$ cat src/design/ctc_pkg.sv
// ----------------------------------------------------------------------------
// ctc_pkg
// Shared types, constants and calendar helper functions for the calendar
// time counter.
// ----------------------------------------------------------------------------
`default_nettype none

package ctc_pkg;

	// Operation codes of an input item.
	localparam logic [1:0] OP_TICK_US = 2'd0;
	localparam logic [1:0] OP_TICK_MS = 2'd1;
	localparam logic [1:0] OP_ADD_MS  = 2'd2;
	localparam logic [1:0] OP_NONE    = 2'd3;

	// Last legal value of each fixed-range counter.
	localparam logic [9:0]  US_TOP    = 10'd999;
	localparam logic [9:0]  MS_TOP    = 10'd999;
	localparam logic [5:0]  SEC_TOP   = 6'd59;
	localparam logic [5:0]  MIN_TOP   = 6'd59;
	localparam logic [4:0]  HOUR_TOP  = 5'd23;
	localparam logic [3:0]  MONTH_TOP = 4'd12;
	localparam logic [6:0]  YEAR_TOP  = 7'd99;
	localparam logic [6:0]  CENT_TOP  = 7'd99;

	localparam logic [10:0] MS_PER_SEC = 11'd1000;

	// Reset values of the counters.
	localparam logic [9:0]  US_RST    = 10'd0;
	localparam logic [9:0]  MS_RST    = 10'd0;
	localparam logic [5:0]  SEC_RST   = 6'd10;
	localparam logic [5:0]  MIN_RST   = 6'd0;
	localparam logic [4:0]  HOUR_RST  = 5'd14;
	localparam logic [4:0]  DAY_RST   = 5'd13;
	localparam logic [3:0]  MONTH_RST = 4'd10;
	localparam logic [6:0]  YEAR_RST  = 7'd17;
	localparam logic [6:0]  CENT_RST  = 7'd20;
	localparam logic [15:0] MILL_RST  = 16'd0;

	// Commands from the controller to the datapath.
	typedef struct packed {
		logic tick_us;
		logic tick_ms;
		logic load_acc;
		logic step_sec;
		logic finish_add;
		logic copy_out;
	} ctc_cmd_t;

	// Status from the datapath to the controller.
	typedef struct packed {
		logic acc_ge_sec;
	} ctc_status_t;

	// Gregorian leap rule on century*100+year. Since 100 is a multiple of
	// four, divisibility by four depends on the year digits alone; a full
	// year is a multiple of 100 exactly when the year digits are zero, and
	// then it is a multiple of 400 exactly when the century is a multiple
	// of four.
	function automatic logic is_leap(input logic [6:0] year, input logic [6:0] cent);
		logic year_zero;
		year_zero = (year == 7'd0);
		return ((year[1:0] == 2'b00) && !year_zero) || (year_zero && (cent[1:0] == 2'b00));
	endfunction

	function automatic logic [4:0] month_len(input logic [3:0] month, input logic leap);
		logic [4:0] len;
		case (month)
			4'd4, 4'd6, 4'd9, 4'd11: len = 5'd30;
			4'd2:                    len = leap ? 5'd29 : 5'd28;
			default:                 len = 5'd31;
		endcase
		return len;
	endfunction

	// True when a century count in the range 0 to 99 is a multiple of ten.
	function automatic logic is_decade(input logic [6:0] cent);
		return cent inside {7'd0, 7'd10, 7'd20, 7'd30, 7'd40,
			7'd50, 7'd60, 7'd70, 7'd80, 7'd90};
	endfunction

endpackage

`default_nettype wire

$ cat src/design/ctc_ctrl.sv
// ----------------------------------------------------------------------------
// ctc_ctrl
// Controller of the calendar time counter: input and output handshakes, the
// bulk-add loop and the hand-over of a finished result to the output register.
// ----------------------------------------------------------------------------
`default_nettype none

module ctc_ctrl
	import ctc_pkg::*;
(
	input  wire logic        clk,
	input  wire logic        arst_n,
	input  wire logic        in_valid,
	output logic             in_ready,
	input  wire logic [1:0]  opcode,
	output logic             out_valid,
	input  wire logic        out_ready,
	input  wire ctc_status_t status,
	output ctc_cmd_t         cmd
);

	localparam logic ST_IDLE = 1'b0;
	localparam logic ST_ADD  = 1'b1;

	logic state_q;
	logic state_d;
	logic pend_q;
	logic pend_d;
	logic out_valid_q;
	logic out_valid_d;
	logic copy_ok;
	logic accept;

	// The counters hold a result (pend_q) that moves into the output register
	// once that register is empty or being emptied.
	assign copy_ok  = pend_q && (!out_valid_q || out_ready);
	assign in_ready = (state_q == ST_IDLE) && (!pend_q || copy_ok);
	assign accept   = in_valid && in_ready;

	always_comb begin
		cmd          = '0;
		cmd.copy_out = copy_ok;
		state_d      = state_q;
		pend_d       = pend_q && !copy_ok;
		case (state_q)
			ST_IDLE: begin
				if (accept) begin
					case (opcode)
						OP_TICK_US: begin
							cmd.tick_us = 1'b1;
							pend_d      = 1'b1;
						end
						OP_TICK_MS: begin
							cmd.tick_ms = 1'b1;
							pend_d      = 1'b1;
						end
						OP_ADD_MS: begin
							cmd.load_acc = 1'b1;
							state_d      = ST_ADD;
						end
						default: begin
							pend_d = 1'b1;
						end
					endcase
				end
			end
			ST_ADD: begin
				if (status.acc_ge_sec) begin
					cmd.step_sec = 1'b1;
				end else begin
					cmd.finish_add = 1'b1;
					pend_d         = 1'b1;
					state_d        = ST_IDLE;
				end
			end
			default: begin
				state_d = ST_IDLE;
			end
		endcase
	end

	always_comb begin
		if (copy_ok) begin
			out_valid_d = 1'b1;
		end else if (out_ready) begin
			out_valid_d = 1'b0;
		end else begin
			out_valid_d = out_valid_q;
		end
	end

	always_ff @(posedge clk or negedge arst_n) begin
		if (!arst_n) begin
			state_q     <= ST_IDLE;
			pend_q      <= 1'b0;
			out_valid_q <= 1'b0;
		end else begin
			state_q     <= state_d;
			pend_q      <= pend_d;
			out_valid_q <= out_valid_d;
		end
	end

	assign out_valid = out_valid_q;

endmodule

`default_nettype wire

$ cat src/design/ctc_datapath.sv
// ----------------------------------------------------------------------------
// ctc_datapath
// Counter chain, millisecond accumulator for bulk adds and the output register
// of the calendar time counter.
// ----------------------------------------------------------------------------
`default_nettype none

module ctc_datapath
	import ctc_pkg::*;
#(
	parameter int ADD_WIDTH = 16
) (
	input  wire logic        clk,
	input  wire logic        arst_n,
	input  wire ctc_cmd_t    cmd,
	output ctc_status_t      status,
	input  wire logic [15:0] ms_count,
	output logic [9:0]       micros,
	output logic [9:0]       millis,
	output logic [5:0]       secs,
	output logic [5:0]       mins,
	output logic [4:0]       hours,
	output logic [4:0]       day_of_month,
	output logic [3:0]       month_num,
	output logic [6:0]       year_in_century,
	output logic [6:0]       century_count,
	output logic [15:0]      millennium_count
);

	localparam int USE_W = (ADD_WIDTH < 16) ? ADD_WIDTH : 16;
	localparam int ACC_W = $clog2((1 << USE_W) + 999);

	logic [9:0]       us_q;
	logic [9:0]       ms_q;
	logic [5:0]       sec_q;
	logic [5:0]       min_q;
	logic [4:0]       hour_q;
	logic [4:0]       day_q;
	logic [3:0]       month_q;
	logic [6:0]       year_q;
	logic [6:0]       cent_q;
	logic [15:0]      mill_q;
	logic [ACC_W-1:0] acc_q;

	logic       tick_ms_w;
	logic       tick_sec_w;
	logic       tick_min_w;
	logic       tick_hour_w;
	logic       tick_day_w;
	logic       tick_month_w;
	logic       tick_year_w;
	logic       tick_cent_w;
	logic       tick_mill_w;
	logic [6:0] cent_nx;
	logic [4:0] mlen;

	// Ripple carry through the chain; each stage up to the year passes a tick
	// on when it sits at its last value, the century when it steps to a decade.
	assign tick_ms_w    = cmd.tick_ms || (cmd.tick_us && (us_q >= US_TOP));
	assign tick_sec_w   = cmd.step_sec || (tick_ms_w && (ms_q >= MS_TOP));
	assign tick_min_w   = tick_sec_w && (sec_q >= SEC_TOP);
	assign tick_hour_w  = tick_min_w && (min_q >= MIN_TOP);
	assign tick_day_w   = tick_hour_w && (hour_q >= HOUR_TOP);
	assign mlen         = month_len(month_q, is_leap(year_q, cent_q));
	assign tick_month_w = tick_day_w && (day_q >= mlen);
	assign tick_year_w  = tick_month_w && (month_q >= MONTH_TOP);
	assign tick_cent_w  = tick_year_w && (year_q >= YEAR_TOP);
	assign cent_nx      = (cent_q >= CENT_TOP) ? 7'd0 : cent_q + 7'd1;
	assign tick_mill_w  = tick_cent_w && is_decade(cent_nx);

	assign status.acc_ge_sec = (acc_q >= ACC_W'(MS_PER_SEC));

	always_ff @(posedge clk or negedge arst_n) begin
		if (!arst_n) begin
			us_q    <= US_RST;
			ms_q    <= MS_RST;
			sec_q   <= SEC_RST;
			min_q   <= MIN_RST;
			hour_q  <= HOUR_RST;
			day_q   <= DAY_RST;
			month_q <= MONTH_RST;
			year_q  <= YEAR_RST;
			cent_q  <= CENT_RST;
			mill_q  <= MILL_RST;
		end else begin
			if (cmd.tick_us) begin
				us_q <= (us_q >= US_TOP) ? 10'd0 : us_q + 10'd1;
			end
			if (cmd.finish_add) begin
				ms_q <= acc_q[9:0];
			end else if (tick_ms_w) begin
				ms_q <= (ms_q >= MS_TOP) ? 10'd0 : ms_q + 10'd1;
			end
			if (tick_sec_w) begin
				sec_q <= (sec_q >= SEC_TOP) ? 6'd0 : sec_q + 6'd1;
			end
			if (tick_min_w) begin
				min_q <= (min_q >= MIN_TOP) ? 6'd0 : min_q + 6'd1;
			end
			if (tick_hour_w) begin
				hour_q <= (hour_q >= HOUR_TOP) ? 5'd0 : hour_q + 5'd1;
			end
			if (tick_day_w) begin
				day_q <= (day_q >= mlen) ? 5'd1 : day_q + 5'd1;
			end
			if (tick_month_w) begin
				month_q <= (month_q >= MONTH_TOP) ? 4'd1 : month_q + 4'd1;
			end
			if (tick_year_w) begin
				year_q <= (year_q >= YEAR_TOP) ? 7'd0 : year_q + 7'd1;
			end
			if (tick_cent_w) begin
				cent_q <= cent_nx;
			end
			if (tick_mill_w) begin
				mill_q <= mill_q + 16'd1;
			end
		end
	end

	// Bulk add: the accumulator takes the millisecond sum and gives up one
	// thousand for every second carried into the chain.
	always_ff @(posedge clk) begin
		if (cmd.load_acc) begin
			acc_q <= ACC_W'(ms_q) + ACC_W'(ms_count[USE_W-1:0]);
		end else if (cmd.step_sec) begin
			acc_q <= acc_q - ACC_W'(MS_PER_SEC);
		end
	end

	always_ff @(posedge clk) begin
		if (cmd.copy_out) begin
			micros           <= us_q;
			millis           <= ms_q;
			secs             <= sec_q;
			mins             <= min_q;
			hours            <= hour_q;
			day_of_month     <= day_q;
			month_num        <= month_q;
			year_in_century  <= year_q;
			century_count    <= cent_q;
			millennium_count <= mill_q;
		end
	end

endmodule

`default_nettype wire

$ cat src/design/calendar_time_counter.sv
// ----------------------------------------------------------------------------
// calendar_time_counter
// Calendar clock counter chain from microseconds up to millennia, driven by
// tick and bulk millisecond-add operations.
// ----------------------------------------------------------------------------
// Usage. Each input transfer (in_valid with in_ready) carries an opcode: tick
// one microsecond, tick one millisecond, add ms_count milliseconds, or the
// unused code, which leaves the time as it is. Every input transfer yields
// exactly one output transfer (out_valid with out_ready) holding all counters
// after the update.
// Ticks and the unused code are taken at one item per cycle while the output
// side keeps up; each result is registered in the counters and then moves
// into the output register.
// An add first loads the accumulator, then gives up one second at a time,
// each of which ripples through the chain, and finally makes the remainder
// the new millisecond count. in_ready is low from the cycle after the
// transfer until the add has finished.
// Reset (arst_n low) sets the time to 14:00:10.000000 on day 13 of month 10,
// year 17 of century 20, millennium 0, and empties the output register.
// When the receiver stalls, the output register holds its result; one more
// item may finish into the counters, after which in_ready stays low until
// the output register is freed.
// ----------------------------------------------------------------------------
`default_nettype none

module calendar_time_counter
	import ctc_pkg::*;
#(
	parameter int ADD_WIDTH = 16
) (
	input  wire logic        clk,
	input  wire logic        arst_n,
	input  wire logic        in_valid,
	output logic             in_ready,
	input  wire logic [1:0]  opcode,
	input  wire logic [15:0] ms_count,
	output logic             out_valid,
	input  wire logic        out_ready,
	output logic [9:0]       micros,
	output logic [9:0]       millis,
	output logic [5:0]       secs,
	output logic [5:0]       mins,
	output logic [4:0]       hours,
	output logic [4:0]       day_of_month,
	output logic [3:0]       month_num,
	output logic [6:0]       year_in_century,
	output logic [6:0]       century_count,
	output logic [15:0]      millennium_count
);

	// Commands and status are the only connection between the two halves.
	ctc_cmd_t    cmd;
	ctc_status_t status;

	// The controller sequences transfers and the bulk-add loop.
	ctc_ctrl u_ctrl (
		.clk       (clk),
		.arst_n    (arst_n),
		.in_valid  (in_valid),
		.in_ready  (in_ready),
		.opcode    (opcode),
		.out_valid (out_valid),
		.out_ready (out_ready),
		.status    (status),
		.cmd       (cmd)
	);

	// The datapath holds the counters, the accumulator and the output register.
	ctc_datapath #(
		.ADD_WIDTH (ADD_WIDTH)
	) u_datapath (
		.clk              (clk),
		.arst_n           (arst_n),
		.cmd              (cmd),
		.status           (status),
		.ms_count         (ms_count),
		.micros           (micros),
		.millis           (millis),
		.secs             (secs),
		.mins             (mins),
		.hours            (hours),
		.day_of_month     (day_of_month),
		.month_num        (month_num),
		.year_in_century  (year_in_century),
		.century_count    (century_count),
		.millennium_count (millennium_count)
	);

endmodule

`default_nettype wire

$ cat config.mk
export PLATFORM = sky130hd
export DESIGN_NAME = calendar_time_counter
export DESIGN_NICKNAME = d
export VERILOG_FILES = /design/src/design/ctc_pkg.sv /design/src/design/ctc_ctrl.sv /design/src/design/ctc_datapath.sv /design/src/design/calendar_time_counter.sv
export SDC_FILE = /design/constraint.sdc
export NUM_CORES = 1
export LEC_CHECK = 0
export ABC_AREA = 1
export ABC_CLOCK_PERIOD_IN_PS = 4250
export BUFFER_PORTS_ARGS = -buffer_cell sky130_fd_sc_hd__buf_4
export CAP_MARGIN = 20
export CORE_UTILIZATION = 53
export DETAILED_ROUTE_END_ITERATION = 6
export PLACE_DENSITY = 0.76
export SYNTH_ARGS = -nofsm -noshare
export SYNTH_HDL_FRONTEND = slang
export SYNTH_HIERARCHICAL = 1
export SYNTH_SLANG_ARGS = --single-unit
$ cat constraint.sdc
create_clock -name clk -period 4.25 [get_ports clk]
set_clock_uncertainty 0.15 [all_clocks]
set_input_delay 0.85 -clock clk [delete_from_list [all_inputs] [get_ports clk]]
set_output_delay 0.85 -clock clk [all_outputs]
set_load 0.02 [all_outputs]
# Word level (Yosys, flattened, before mapping)

Cells that the tools add are included.

Word-level logic and storage cells: 128
Bits in registers: 172

Eq/ne operators: 16
Magnitude comparators: 10
$add $sub $neg: 12
Mux-type cells: 31
Bitwise operators: 1
Reduce and logical (&&, ||, !) cells: 34

Operator list:

| kind                                                   | number |
|---|---|
| 2-to-1 mux 10 bit                                      | 4 |
| 2-to-1 mux 17 bit                                      | 2 |
| == test 7 x 6 -> 1 bit (second input constant)         | 3 |
| == test 7 bit (second input constant)                  | 3 |
| adder 10 x 1 -> 10 bit (second input constant)         | 2 |
| >= comparator 10 bit (second input constant)           | 2 |
| adder 10 x 16 -> 17 bit                                | 1 |
| >= comparator 17 x 10 -> 1 bit (second input constant) | 1 |
| subtractor 17 x 10 -> 17 bit (second input constant)   | 1 |
| adder 16 x 1 -> 16 bit (second input constant)         | 1 |
| logical AND 1 bit                                      | 15 |
| adder 7 x 1 -> 7 bit (second input constant)           | 2 |
| == test 7 x 5 -> 1 bit (second input constant)         | 2 |
| >= comparator 7 bit (second input constant)            | 2 |
| logical NOT 7 bit                                      | 2 |
| 2-to-1 mux 7 bit                                       | 2 |
| adder 6 x 1 -> 6 bit (second input constant)           | 2 |
| >= comparator 6 bit (second input constant)            | 2 |
| 2-to-1 mux 1 bit                                       | 12 |
| 2-to-1 mux 6 bit                                       | 2 |
| adder 5 x 1 -> 5 bit (second input constant)           | 2 |
| 2-to-1 mux 5 bit                                       | 2 |
| one-hot mux 5 bit (2 select lines)                     | 1 |
| nonzero test 10 bit                                    | 1 |
| 20 further kinds                                       | 35 |

# Longest topological paths before layout

Word-level depth: 19
Mapped depth: 20
Gate-level depth less buffers: 19

# Modules after synthesis

Netlist, hierarchy kept.

Modules (own cells, without submodules):

| module       | cells each | area each (sq um) | sequential area each (sq um) | times used |
|---|---|---|---|---|
| ctc_datapath | 859        | 8354.3            | 4712.0                       | 1 |
| ctc_ctrl     | 32         | 206.4             | 75.1                         | 1 |

# Worst setup path before layout

Ideal clock, no wire load.

Path type: input port to flip-flop
From: in out_ready
To: reg u_datapath.mill_q[10]
Required time: 3.979 ns
Path slack: 1.404 ns
Arrival: 2.575 ns
Cell stages on the path: 14
Cell sequence: inv_1 nand3_2 nand3_1 nor2_1 nand4_4 nand2_4 nand2_4 nand2_4 nand4_4 nor2_4 nand3_4 buf_6 o21bai_1 nand2_1

RTL lines:

| element              | RTL line                    | RTL |
|---|---|---|
| from (decl)          | calendar_time_counter.sv:38 | `input wire logic out_ready,` |
| to (signal assigned) | ctc_datapath.sv:116         | `mill_q <= mill_q + 16'd1;` |
| to (decl)            | ctc_datapath.sv:42          | `logic [15:0] mill_q;` |

==> results.py <==
metrics = {
    "outcome": {
        "status": "complete, no violations",
    },
    "yosys": {
        "synth-seq-area-share_pct": 55.9,
        "synth_async_sr_flop_share_pct": 45.9,
        "ys_types": 46,
        "syn_avg_cell_area_um2": 9.61,
        "synth_edf_count": 93,
        "synth-seq-cells": 172,
        "yosys_warnings": 6,
        "yosys-top-cells-area": "edfxtp_1, dfrtp_1, nand2_1",
        "synthFlopType": "edfxtp_1",
        "syn_nets": 942,
        "synth.top_cell.area_share_pct": 32.6,
        "syn_inst": 891,
        "synth_area_um2": 8560,
        "yosysTopAreaCell": "edfxtp_1",
    },
    "route": {
        "vias": 6396,
        "wirelength_um": 16300,
        "first_pass_iters": 6,
        "vias_per_cell": 5.21,
        "met2WireLength_um": 7940,
        "wire_per_inst_um": 13.2,
        "drt-met1-wl_um": 7150,
        "top_layer_used": "met4",
        "ant_nets": 0,
        "post-route-drc-count": 0,
        "first_iter_violations": 416,
        "wl_met3_um": 755,
    },
    "sta": {
        "finalHoldViolCount": 0,
        "slew_headroom_pct": 33.3,
        "setup_violations": 0,
        "tightest_slew_ns": 1.00,
        "grt_setup_unrepaired": "no",
        "fin_crit_ns": 3.35,
        "fmax_ghz": 0.299,
        "fin_crit_sh_pct": 78.8,
        "maxSlewViolCount": 0,
        "tns_ns": 0,
    },
    "pwr": {
        "p_total_mw": 5.15,
        "power_density_nw_per_um2": 509,
        "p_leak_nw": 4.58,
        "vdd_drop_max_mv": 0.325,
    },
    "cts": {
        "cts.path.max_buffers": 2,
        "cts_buffers": 17,
        "cts_setup_buffers": 0,
        "cts_hold_repair.buffers": 0,
        "cts.sinks": 172,
        "cts-root-buf": "clkbuf_16",
        "cts_tree": "yes",
        "htreeDepth": 4,
        "clk_pin_slew_worst_paths_ns": 0.07,
        "cts_resized": 0,
        "clk_latency_ns": 0.43,
    },
    "global_route": {
        "grt_usage_pct": 20.8,
        "grt_pass1_wl_um": 26700,
        "grt_antenna_before_repair": 0,
        "grt_max_degree": 80,
        "gr-total-overflow": 0,
        "grt_pass1_vias": 5800,
    },
    "final_layout": {
        "nets": 1050,
        "nFillCells": 1283,
        "n_antenna_cell": 0,
        "drive_gt1_share_pct": 17.1,
        "layout_commonest_cell": "nand2_1",
        "final_cell_mix": "nand2_1, inv_1, buf_4",
        "area_delta_synth_final_pct": 18.0,
    },
    "setup_path": {
        "critPathMaxFanout": 27,
        "critPathArrivalTime_ns": 3.51,
        "critPathCaptureType": "flop",
        "criticalPathCategory": "flop to flop",
        "required_ns": 4.42,
        "startpoint_type": "flop",
    },
    "floorplan": {
        "core_um2": 15800,
        "num_io_pins": 100,
        "std_cell_rows": 46,
        "initial_core_util_pct": 54.1,
        "die_area_um2": 16700,
        "die_x_um": 129,
        "die_height_um": 129,
    },
    "job": {
        "cap_violations": 0,
    },
    "placed_design": {
        "numPortBuffers": 99,
        "gp_congestion": 0.898,
        "dp_hpwl_um": 11300,
    },
    "min_path": {
        "hold_class": "input port to asynchronous set/reset pin",
    },
}
==> per-stage QoR <==
stage          setup WS (ns)  hold WS [ns]  utilization, %  instance area [µm²]  std cells
5_1_grt                0.578         0.248            63.8                10100       1228
2_1_floorplan           1.40         0.275               -                 8560        891
4_1_cts                0.899         0.300            63.7                10100       1227
3_3_place_gp           0.913         0.279            60.2                 9520       1195
6_report               0.901         0.227            63.8                10100       1228
3_5_place_dp           0.837         0.285            60.2                 9520       1195
==> area by class of cell <==
type / instances / area [µm²] / share of cell area, %
clock inverters: 13 / 116 / 1.15
multi-input cells: 578 / 3220 / 31.9
repair buffers: 103 / 786 / 7.78
clock buffers: 19 / 443 / 4.38
flip-flops and latches: 172 / 4790 / 47.4
inverters: 127 / 477 / 4.72
well taps: 216 / 270 / 2.68
==> worst max-delay path, cell delays in order (launching register included) <==
cell	delay (ns)
edfxtp_1	0.36
inv_1	0.08
ha_1	0.19
inv_1	0.08
nand3_1	0.11
nor3b_1	0.28
nand2_1	0.11
nand2_1	0.17
inv_1	0.06
o2111ai_1	0.14
nand2_1	0.12
inv_1	0.06
inv_1	0.08
nand2_4	0.17
nand4_4	0.14
nor2_4	0.24
nand3_4	0.31
o21bai_1	0.27
nand2_1	0.07
==> synth_stat cells (4+ instances only) <==
cell	number
a21oi_1	39
clkbuf_1	7
dfrtp_1	65
dfstp_2	14
edfxtp_1	93
ha_1	28
inv_1	119
inv_2	7
nand2_1	167
nand3_1	71
nand4_1	14
nor2_1	69
nor3_1	22
nor3b_1	4
o21ai_0	70
o21ai_1	7
o21bai_1	18
xor2_1	25
==> registers in the layout (all words and copies together) (netlist names), 10 cells and up <==
register                     flops
u_datapath/us_q                 10
u_datapath/acc_q                17
u_datapath/millennium_count     16
u_datapath/millis               10
u_datapath/ms_q                 10
u_datapath/micros               10
u_datapath/mill_q               16
==> logic make-up after synthesis <==
| kind of cell | after synthesis | share of synthesized area [%] |
|---|---|---|
| simple gates | 369 | 20.4 |
| fa+ha+maj | 29 | 4.33 |
| xor+xnor | 28 | 2.86 |
| flops | 172 | 55.9 |
| buf+inv | 141 | 6.56 |
| compound gates | 152 | 9.95 |
==> worst paths after layout <==
check	from	to	slack (ns)	depth (start not counted)
worst max-delay path	u_datapath/acc_q[3]$_DFFE_PN_	u_datapath/mill_q[4]$_DFFE_PN0P_	0.90	18
worst min-delay path	arst_n	u_datapath/mill_q[8]$_DFFE_PN0P_	0.23	1
worst max register to register	u_datapath/acc_q[3]$_DFFE_PN_	u_datapath/mill_q[4]$_DFFE_PN0P_	0.90	18
worst min register to register	u_datapath/min_q[5]$_DFFE_PN0N_	u_datapath/mins[5]$_DFFE_PP_	0.30	0
max in group asynchronous	arst_n	u_datapath/month_q[3]$_DFFE_PN1P_	3.07	2
min in group clk	u_datapath/min_q[5]$_DFFE_PN0N_	u_datapath/mins[5]$_DFFE_PP_	0.30	0
==> routing by layer <==
| metal | track usage [%] | up-vias |
|---|---|---|
| met1 | 26.1 | 2948 |
| met4 | 9.97 | 0 |
| met2 | 34.7 | 184 |
| met5 | 0 | - |
| li1 | - | 3229 |
| met3 | 3.96 | 35 |
==> power breakdown <==
group	total, mW	switching (mW)	internal, mW
sequential	2.40	0.230	2.17
clock	1.46	0.634	0.823
combinational	1.29	0.824	0.464
Note: power is estimated with default switching activity, not from simulation.
